### src/etdc_pkg.sv
`timescale 1ns / 1ps
`default_nettype none

package etdc_pkg;

  // Default graph size; the top level hands it down as MAX_NODES.
  localparam int MAX_NODES_DEF = 64;

  // Operation codes.
  localparam logic [2:0] MODE_INSERT    = 3'd0;
  localparam logic [2:0] MODE_REMOVE    = 3'd1;
  localparam logic [2:0] MODE_SET_DELTA = 3'd2;
  localparam logic [2:0] MODE_SET_COST  = 3'd3;
  localparam logic [2:0] MODE_SET_CLASS = 3'd4;
  localparam logic [2:0] MODE_READ_EDGE = 3'd5;
  localparam logic [2:0] MODE_READ_NODE = 3'd6;
  localparam logic [2:0] MODE_NOP       = 3'd7;

  // Constraint classes.
  localparam logic [1:0] CLS_FREE      = 2'd0;
  localparam logic [1:0] CLS_FORCED    = 2'd1;
  localparam logic [1:0] CLS_FORBIDDEN = 2'd2;
  localparam logic [1:0] CLS_UNUSED    = 2'd3;

  // Result status codes.
  localparam logic [1:0] STAT_OK        = 2'd0;
  localparam logic [1:0] STAT_BAD_NODE  = 2'd1;
  localparam logic [1:0] STAT_DUPLICATE = 2'd2;
  localparam logic [1:0] STAT_ABSENT    = 2'd3;

  // Configuration register indexes.
  localparam logic REG_NODE_COUNT = 1'b0;

  // One command word.
  typedef struct packed {
    logic [2:0]         mode;
    logic [6:0]         node_u;
    logic [6:0]         node_v;
    logic signed [31:0] cost_in;
    logic [1:0]         constraint_in;
    logic signed [31:0] delta_in;
  } item_t;

  // One result word.
  typedef struct packed {
    logic [1:0]         status;
    logic               adjacent;
    logic signed [31:0] cost_out;
    logic [1:0]         constraint_out;
    logic signed [31:0] delta_out;
    logic [5:0]         degree_all;
    logic [5:0]         degree_forced;
    logic [5:0]         degree_forbidden;
  } result_t;

  // One slot of the edge memory.
  typedef struct packed {
    logic        present;
    logic [1:0]  cls;
    logic [31:0] cost;
    logic [31:0] delta;
  } edge_entry_t;

  // The three counters of one node.
  typedef struct packed {
    logic [5:0] all_cnt;
    logic [5:0] forced_cnt;
    logic [5:0] forbidden_cnt;
  } node_cnt_t;

  // Memory strobes from the sequencer.
  typedef struct packed {
    logic rd;
    logic edge_wr;
    logic node_wr;
  } mem_ctl_t;

  // Sequencer states.
  typedef enum logic [2:0] {
    ST_CLEAR,
    ST_IDLE,
    ST_READ,
    ST_UPDATE,
    ST_WRITE_V
  } state_t;

endpackage

`default_nettype wire

### src/etdc_ctrl.sv
`timescale 1ns / 1ps
`default_nettype none

module etdc_ctrl import etdc_pkg::*; #(
  parameter int MAX_NODES = MAX_NODES_DEF,
  localparam int EDGE_SLOTS = MAX_NODES * (MAX_NODES - 1) / 2,
  localparam int SLOT_W = $clog2(EDGE_SLOTS),
  localparam int NODE_W = $clog2(MAX_NODES)
) (
  input  wire logic              clk,
  input  wire logic              rst,
  input  wire logic [6:0]        node_count,
  input  wire logic              start,
  output      logic              busy,
  input  wire item_t             req,
  output      logic              done,
  output      result_t           rsp,
  output      mem_ctl_t          ctl,
  output      logic [SLOT_W-1:0] edge_rd_addr,
  output      logic [SLOT_W-1:0] edge_wr_addr,
  output      edge_entry_t       edge_wr_data,
  input  wire edge_entry_t       edge_rd_data,
  output      logic [NODE_W-1:0] node_rd_addr_a,
  output      logic [NODE_W-1:0] node_rd_addr_b,
  output      logic [NODE_W-1:0] node_wr_addr,
  output      node_cnt_t         node_wr_data,
  input  wire node_cnt_t         node_rd_data_a,
  input  wire node_cnt_t         node_rd_data_b
);

  // Node numbers are seven bits wide, so no more than 127 can ever be live.
  localparam int LIMIT = (MAX_NODES > 127) ? 127 : MAX_NODES;

  state_t            state;
  state_t            state_next;
  logic [SLOT_W-1:0] sweep;
  item_t             item;
  node_cnt_t         cnt_v_hold;

  logic [6:0]        n_act;
  logic [6:0]        hi;
  logic [6:0]        lo;
  logic [13:0]       tri_prod;
  logic [13:0]       slot_full;
  logic              u_ok;
  logic              v_ok;
  logic              pair_ok;
  logic [SLOT_W-1:0] slot;
  logic [NODE_W-1:0] ui;
  logic [NODE_W-1:0] vi;
  logic [1:0]        cls_in;

  edge_entry_t       e_new;
  node_cnt_t         cu_new;
  node_cnt_t         cv_new;
  logic              upd_edge_wr;
  logic              upd_node_wr;
  result_t           res;

  // Moves the class counter of one node up or down by one, modulo 64.
  function automatic node_cnt_t cls_step(node_cnt_t c, logic [1:0] k, logic up);
    node_cnt_t  r;
    logic [5:0] d;
    r = c;
    d = up ? 6'd1 : 6'd63;
    if (k == CLS_FORCED) begin
      r.forced_cnt = r.forced_cnt + d;
    end else if (k == CLS_FORBIDDEN) begin
      r.forbidden_cnt = r.forbidden_cnt + d;
    end
    return r;
  endfunction

  // Node number checks and the triangular slot of the pair.
  always_comb begin
    n_act     = (node_count > 7'(LIMIT)) ? 7'(LIMIT) : node_count;
    u_ok      = (item.node_u != 7'd0) && (item.node_u <= n_act);
    v_ok      = (item.node_v != 7'd0) && (item.node_v <= n_act);
    hi        = (item.node_u > item.node_v) ? item.node_u : item.node_v;
    lo        = (item.node_u > item.node_v) ? item.node_v : item.node_u;
    tri_prod  = {7'd0, hi} * {7'd0, hi - 7'd1};
    slot_full = (tri_prod >> 1) + {7'd0, lo} - 14'd1;
    slot      = SLOT_W'(slot_full);
    // A pair whose slot lies past the end of the triangle is refused.
    pair_ok   = u_ok && v_ok && (item.node_u != item.node_v) &&
                (32'(slot_full) < 32'(EDGE_SLOTS));
    ui        = NODE_W'(item.node_u - 7'd1);
    vi        = NODE_W'(item.node_v - 7'd1);
    cls_in    = (item.constraint_in == CLS_UNUSED) ? CLS_FREE : item.constraint_in;
  end

  // Read-modify step: new slot contents, new counters and the result word.
  always_comb begin
    res         = '0;
    e_new       = edge_rd_data;
    cu_new      = node_rd_data_a;
    cv_new      = node_rd_data_b;
    upd_edge_wr = 1'b0;
    upd_node_wr = 1'b0;
    case (item.mode)
      MODE_NOP: begin
        res.status = STAT_OK;
      end
      MODE_READ_NODE: begin
        if (!u_ok) begin
          res.status = STAT_BAD_NODE;
        end else begin
          res.degree_all       = node_rd_data_a.all_cnt;
          res.degree_forced    = node_rd_data_a.forced_cnt;
          res.degree_forbidden = node_rd_data_a.forbidden_cnt;
        end
      end
      default: begin
        if (!pair_ok) begin
          res.status = STAT_BAD_NODE;
        end else if ((item.mode == MODE_INSERT) && edge_rd_data.present) begin
          res.status         = STAT_DUPLICATE;
          res.adjacent       = edge_rd_data.present;
          res.cost_out       = edge_rd_data.cost;
          res.constraint_out = edge_rd_data.cls;
          res.delta_out      = edge_rd_data.delta;
        end else if ((item.mode != MODE_INSERT) && !edge_rd_data.present) begin
          res.status = STAT_ABSENT;
        end else begin
          case (item.mode)
            MODE_INSERT: begin
              e_new.present  = 1'b1;
              e_new.cls      = cls_in;
              e_new.cost     = item.cost_in;
              e_new.delta    = '0;
              cu_new.all_cnt = node_rd_data_a.all_cnt + 6'd1;
              cv_new.all_cnt = node_rd_data_b.all_cnt + 6'd1;
              cu_new         = cls_step(cu_new, cls_in, 1'b1);
              cv_new         = cls_step(cv_new, cls_in, 1'b1);
              upd_edge_wr    = 1'b1;
              upd_node_wr    = 1'b1;
            end
            MODE_REMOVE: begin
              cu_new.all_cnt = node_rd_data_a.all_cnt - 6'd1;
              cv_new.all_cnt = node_rd_data_b.all_cnt - 6'd1;
              cu_new         = cls_step(cu_new, edge_rd_data.cls, 1'b0);
              cv_new         = cls_step(cv_new, edge_rd_data.cls, 1'b0);
              e_new          = '0;
              upd_edge_wr    = 1'b1;
              upd_node_wr    = 1'b1;
            end
            MODE_SET_DELTA: begin
              e_new.delta = item.delta_in;
              upd_edge_wr = 1'b1;
            end
            MODE_SET_COST: begin
              e_new.cost  = item.cost_in;
              upd_edge_wr = 1'b1;
            end
            MODE_SET_CLASS: begin
              cu_new      = cls_step(cu_new, edge_rd_data.cls, 1'b0);
              cv_new      = cls_step(cv_new, edge_rd_data.cls, 1'b0);
              cu_new      = cls_step(cu_new, cls_in, 1'b1);
              cv_new      = cls_step(cv_new, cls_in, 1'b1);
              e_new.cls   = cls_in;
              upd_edge_wr = 1'b1;
              upd_node_wr = 1'b1;
            end
            default: begin
              e_new = edge_rd_data;
            end
          endcase
          res.status         = STAT_OK;
          res.adjacent       = e_new.present;
          res.cost_out       = e_new.cost;
          res.constraint_out = e_new.cls;
          res.delta_out      = e_new.delta;
        end
      end
    endcase
  end

  // Next state.
  always_comb begin
    state_next = state;
    case (state)
      ST_CLEAR: begin
        if (sweep == SLOT_W'(EDGE_SLOTS - 1)) begin
          state_next = ST_IDLE;
        end
      end
      ST_IDLE: begin
        if (start) begin
          state_next = ST_READ;
        end
      end
      ST_READ: begin
        state_next = ST_UPDATE;
      end
      ST_UPDATE: begin
        state_next = upd_node_wr ? ST_WRITE_V : ST_IDLE;
      end
      ST_WRITE_V: begin
        state_next = ST_IDLE;
      end
      default: begin
        state_next = ST_CLEAR;
      end
    endcase
  end

  // Memory strobes and addresses for each state.
  always_comb begin
    ctl            = '0;
    edge_rd_addr   = slot;
    edge_wr_addr   = slot;
    edge_wr_data   = e_new;
    node_rd_addr_a = ui;
    node_rd_addr_b = vi;
    node_wr_addr   = ui;
    node_wr_data   = cu_new;
    busy           = (state != ST_IDLE);
    case (state)
      ST_CLEAR: begin
        ctl.edge_wr  = 1'b1;
        ctl.node_wr  = (sweep < SLOT_W'(MAX_NODES));
        edge_wr_addr = sweep;
        edge_wr_data = '0;
        node_wr_addr = NODE_W'(sweep);
        node_wr_data = '0;
      end
      ST_READ: begin
        ctl.rd = 1'b1;
      end
      ST_UPDATE: begin
        ctl.edge_wr = upd_edge_wr;
        ctl.node_wr = upd_node_wr;
      end
      ST_WRITE_V: begin
        ctl.node_wr  = 1'b1;
        node_wr_addr = vi;
        node_wr_data = cnt_v_hold;
      end
      default: begin
        ctl = '0;
      end
    endcase
  end

  // Control registers.
  always_ff @(posedge clk) begin
    if (rst) begin
      state <= ST_CLEAR;
      sweep <= '0;
      done  <= 1'b0;
    end else begin
      state <= state_next;
      done  <= (state == ST_UPDATE);
      if (state == ST_CLEAR) begin
        sweep <= sweep + 1'b1;
      end
    end
  end

  // Command, result and second-node counter holding registers.
  always_ff @(posedge clk) begin
    if ((state == ST_IDLE) && start) begin
      item <= req;
    end
    if (state == ST_UPDATE) begin
      rsp        <= res;
      cnt_v_hold <= cv_new;
    end
  end

  // A result word only follows the update step.
  a_done_after_update: assert property (@(posedge clk) disable iff (rst)
    done |-> $past(state == ST_UPDATE))
    else $error("result strobe without an update step");

  // Memories are never written while the block waits for a command.
  a_no_write_idle: assert property (@(posedge clk) disable iff (rst)
    (state == ST_IDLE) |-> (!ctl.edge_wr && !ctl.node_wr))
    else $error("memory write while idle");

  // An accepted command starts with the read step.
  a_accept_reads: assert property (@(posedge clk) disable iff (rst)
    (start && !busy) |=> (state == ST_READ))
    else $error("accepted command did not start a read");

  // The second counter write only follows an update that wrote counters.
  a_write_v_order: assert property (@(posedge clk) disable iff (rst)
    (state == ST_WRITE_V) |-> $past(state == ST_UPDATE && ctl.node_wr))
    else $error("second node write out of order");

endmodule

`default_nettype wire

### config.mk
export PLATFORM = sky130hd
export DESIGN_NAME = etdc_ctrl
export DESIGN_NICKNAME = d
export VERILOG_FILES = /design/src/etdc_pkg.sv /design/src/etdc_ctrl.sv
export SDC_FILE = /design/constraint.sdc
export NUM_CORES = 1
export LEC_CHECK = 0
export ABC_AREA = 1
export BUFFER_PORTS_ARGS = -buffer_cell sky130_fd_sc_hd__buf_2
export CAP_MARGIN = 20
export CORE_ASPECT_RATIO = 0.8
export CORE_MARGIN = 4
export CORE_UTILIZATION = 30
export DETAILED_ROUTE_END_ITERATION = 10
export MAX_ROUTING_LAYER = met4
export PLACE_DENSITY_LB_ADDON = 0.08
export SETUP_SLACK_MARGIN = 0.5
export SLEW_MARGIN = 10
export SYNTH_ARGS = -nofsm -noshare
export SYNTH_HDL_FRONTEND = slang
export SYNTH_SLANG_ARGS = --single-unit
### constraint.sdc
create_clock -name clk -period 10.6 [get_ports clk]
set_clock_uncertainty 0.1 [all_clocks]
set_input_delay 0.53 -clock clk [delete_from_list [all_inputs] [get_ports clk]]
set_output_delay 0.53 -clock clk [all_outputs]
set_load 0.02 [all_outputs]
=== After elaboration in Yosys (flattened, before gate mapping) ===
Index checks and enable logic that the tools add are counted.

* Multipliers: 1
* Reduce and logical (&&, ||, !) cells: 23
* Bitwise operators: 1
* Eq/ne operators: 20
* Muxes and demuxes: 87
* $lt $le $gt $ge: 6
* $add $sub $neg: 22

{| class="wikitable"
|+ Operators with widths
! operator !! number
|-
| $mux 67 || 6
|-
| $mux 6 || 38
|-
| $mux 18 || 8
|-
| $pmux 32 s2 || 2
|-
| $pmux 18 s3 || 2
|-
| $mux 69 || 1
|-
| $add 6x1->6 const B || 10
|-
| $pmux 18 s2 || 1
|-
| $add 6x6->6 const B || 4
|-
| $sub 6x1->6 const B || 4
|-
| $mux 7 || 3
|-
| $pmux 3 s5 || 1
|-
| $add 13x7->14 || 1
|-
| $le 7x7->1 || 2
|-
| $lt 14x11->1 const B || 1
|-
| $mul 7x7->14 || 1
|-
| $reduce_bool 7->1 || 2
|-
| $sub 14x1->14 const B || 1
|-
| $eq 3x2->1 const B || 4
|-
| $eq 3x3->1 const B || 4
|-
| $mux 1 || 12
|-
| $pmux 6 s2 || 1
|-
| $add 11x1->11 const B || 1
|-
| $eq 11x11->1 const B || 1
|-
| other kinds (25) || 49
|}

* Input bits: 196
* Output and inout port bits: 217
* Register bits: 203

=== Logic depth before layout (Yosys ltp) ===
* Depth in word-level cells: 19
* Depth in mapped cells: 50
* Depth with buffers taken out: 48

=== Least setup slack after synthesis ===
OpenSTA, ideal clock, no wires.

* Path kind: reg2out
* From: reg item[68] (netlist name)
* To: out edge_wr_data[66] (netlist name)
* Stages on the path, launching flop included: 46
* Data arrival time: 8.281 ns
* Data required time: 9.970 ns
* Path buffers: 3
* Path slack: 1.689 ns
* Path through: edfxtp_1 inv_1 ha_1 nand2_1 o21ai_0 nand2_1 o211ai_1 nand2_1 clkbuf_1 o21ai_1 ha_1 inv_1 ha_1 or2_2 fa_1 fa_1 inv_1 fa_1 [... 10 more ...] inv_1 ha_1 nand2_1 nor2_1 nand3_1 nand3_1 nand2_1 nand2_1 inv_2 nand3_1 nand3_1 nor2_4 nand2_4 inv_2 buf_4 buf_4 nand2_1 a21oi_1

{| class="wikitable"
|+ RTL lines
! item !! line !! source
|-
| start, declared || etdc_ctrl.sv:37 || <nowiki>item_t item;</nowiki>
|-
| start signal, assigned || etdc_ctrl.sv:263 || <nowiki>item <= req;</nowiki>
|-
| end, declared || etdc_ctrl.sv:21 || <nowiki>output edge_entry_t edge_wr_data,</nowiki>
|}

==> flow_summary.json <==
{
  "criticalPathCategory": "flop to primary output",
  "critPathCaptureType": "primary output",
  "combPwrFrac_pct": 12.6,
  "io_buffer_count": 412,
  "start_util_pct": 30.32,
  "grt_usage_pct": 22.61,
  "synthFlopType": "edfxtp_1",
  "numClockSinks": 203,
  "first_pass_iters": 5,
  "outcome": "completed",
  "worstPathMaxFanout": 18,
  "yosysUniqueCellTypes": 44,
  "layout-drive-gt1-share_pct": 18.91,
  "synth_seq_cells": 203,
  "final_nets": 3275,
  "n_fill_cell": 6244,
  "cts_buffers": 27,
  "final.min_clock_period_ns": 9.431,
  "async_reset_ff_share_pct": 0,
  "peakVddDrop_mv": 0.1059,
  "syn_nets": 2887,
  "cpPeakStageDelay_ns": 0.54,
  "path_delay_family": "adder cells",
  "htreeDepth": 1,
  "final_cell_mix": "nand2_1 (727), buf_2 (408), o21ai_0 (326)",
  "synth-edff-count": 188,
  "grt_overflow": 0,
  "max_freq_mhz": 106.0,
  "cts_tree": "built",
  "antenna_found_initial": 16,
  "clk_latency_ns": 0.57,
  "die_h_um": 224.8,
  "crit_buf_inv": 12,
  "grt_pass1_vias": 18199,
  "swShare_pct": 27.16,
  "sequentialPowerShare_pct": 43.2,
  "cts_buffer_depth": 3,
  "antenna_left": 0,
  "gp_congestion": 0.8805,
  "holdWs_ns": 0.03780,
  "wl_per_cell_um": 19.60,
  "rsz0062_at_grt": "false",
  "required_ns": 9.97,
  "cpMostUsedCell": "nand2_1",
  "arrival_ns": 8.80,
  "yosys_warnings": 0,
  "pin_count": 413,
  "drt_iter0_markers": 1462,
  "avgSynthCellArea_um2": 6.886,
  "fin_crit_sh_pct": 88.98,
  "setup_viol": 0,
  "drc": 0,
  "grt_pass1_wl_um": 108600,
  "dieArea_um2": 62700,
  "cp_slowest_cell": "fa_1",
  "areaGrowthSynthToFinish_pct": 25.17,
  "start_kind": "flop",
  "dr_total_vias": 18953,
  "dp_hpwl_um": 51780,
  "cts.reportedPaths.clkPinSlew_ns": 0.06,
  "max_slew_margin_pct": 27.00,
  "clockPowerShare_pct": 44.2,
  "p_leak_uw": 0.01033,
  "viasPerCell": 5.051,
  "syn_area_um2": 17620,
  "grt_max_degree": 105,
  "power_switching_uw": 548.4,
  "cts-root-buf": "clkbuf_16",
  "finalMaxSlewViolations": 0,
  "num_rows": 79,
  "coreArea_um2": 58120,
  "power_per_cell_area_nw_per_um2": 91.54,
  "hold_violations": 0,
  "die_x_um": 279.0,
  "drv_cap": 0,
  "synthCells": 2559,
  "seq_area_frac_synth_pct": 33.74,
  "power.internal_uw": 1471,
  "drt_wl_total_um": 73540,
  "tightest_slew_ns": 1.095,
  "tns_ns": 0,
  "layout_commonest_cell": "nand2_1",
  "hold_path.class": "primary input to flop"
}
-- flip-flops by register name, indices dropped and copies added, names as in the netlist --
| signal | cells |
|---|---|
| state | 3 |
| sweep | 11 |
| item | 83 |
| rsp | 87 |
| done | 1 |
| cnt_v_hold | 18 |
-- cells in the mapped netlist, types with 2 or more instances --
master     instances  share of area [%]
nand3b_1           7               0.30
o21bai_1           2              0.085
o22ai_1            4               0.14
o221ai_1           5               0.25
o211ai_1           6               0.26
a31oi_1            6               0.21
nor4_1             4               0.14
buf_4             10               0.43
nand2_1          729                 16
o21ai_1           34               0.97
xor2_1            36                1.8
nand4_1           28               0.99
xnor2_1            7               0.35
inv_1            286                6.1
nand3_1          223                6.3
edfxtp_1         188                 32
o21ai_0          331                9.4
a211oi_1           3               0.13
nor2_1           228                4.9
ha_1             105                7.5
a21boi_0           5               0.21
buf_1             12               0.26
or2_2              4               0.14
clkinv_1           2              0.043
fa_1              27                3.1
a21oi_1           94                2.7
a21o_1             2              0.085
o2111ai_1          2              0.099
nor3_1            21               0.60
clkbuf_1         105                2.2
dfxtp_1           15                1.7
buf_2              7               0.20
o21a_1             4               0.17
inv_2              4              0.085
mux2i_1            4               0.23
-- power groups by stage --
| stage | clock network [uW] | logic, uW | registers, uW |
|---|---|---|---|
| 6_report | 893 | 254 | 872 |
| 5_1_grt | 944 | 287 | 871 |
| 4_1_cts | 919 | 243 | 872 |
| 3_5_place_dp | 0 | 237 | 889 |
| 3_3_place_gp | 0 | 235 | 889 |
| 2_1_floorplan | 0 | 137 | 888 |
-- layer usage --
metal  routed length (um)  up-vias  GRT usage (%)
li1                     -     9273              -
met1                33480     8958          30.42
met5                    0        -              -
met4                 1921        0          6.064
met2                33580      622          35.69
met3                 4552      100          3.477
-- timing repair --
| item | CTS | global route |
|---|---|---|
| cloned | 1 | 6 |
| hold endpoints to repair | 13 | 0 |
| setup endpoints to repair | 86 | 87 |
| buffers inserted | 2 | 20 |
| pin swaps | 2 | 10 |
| gates resized for setup | 2 | 50 |
| hold buffers | 13 | 0 |
-- stage by stage --
stage	area [um^2]	util (%)	cells	setup slack (ns)	total power, uW
2_1_floorplan	17620	-	2559	1.689	1025
3_3_place_gp	20520	35.30	3644	0.8907	1124
3_5_place_dp	20520	35.30	3644	0.8175	1126
4_1_cts	21490	36.97	3709	0.6347	2034
5_1_grt	22060	37.95	3752	0.4656	2103
6_report	22060	37.95	3752	1.169	2019
-- final timing paths --
check        startpoint  cells past startpoint         endpoint  slack [ns]
max            item[68]                     47  edge_wr_data[5]        1.17
max reg2reg    item[68]                     47   cnt_v_hold[17]        1.88
min             req[59]                      1         item[59]        0.04
min reg2reg    sweep[2]                      2         sweep[2]        0.43
-- kinds of logic (layout without fill, tap and decap cells) --
kind of cell	after synthesis	after routing	synth area share (%)
simple gates	1250	1251	29.16
buf+inv	426	833	9.337
compound gates	501	501	14.87
flops	203	203	33.74
mux	4	4	0.2272
fa+ha+maj	132	132	10.52
xor+xnor	43	43	2.137
other cells	0	16	0
-- area by class of cell --
| cell class | instances | area [um^2] | share of cell area [%] |
|---|---|---|---|
| diodes | 16 | 40.04 | 0.1815 |
| clock buffers | 40 | 744.5 | 3.375 |
| clock inverters | 9 | 68.82 | 0.3120 |
| inverters | 292 | 1122 | 5.089 |
| multi-input cells | 1931 | 10260 | 46.53 |
| flip-flops and latches | 203 | 5946 | 26.96 |
| well taps | 769 | 962.2 | 4.362 |
| repair buffers | 491 | 2898 | 13.14 |
| repair inverters | 1 | 11.26 | 0.05106 |
-- worst register-to-register path: cells and delay by family (launching register included) --
kind | cells | cell delay, ns
AO/OA/AOI/OAI | 5 | 0.57
XOR/XNOR | 1 | 0.13
adder cells (fa/ha/maj) | 10 | 3.77
buffers and inverters | 11 | 1.03
flip-flops | 1 | 0.42
AND/OR/NAND/NOR | 20 | 2.43
Note: power is estimated with default switching activity, not from simulation.
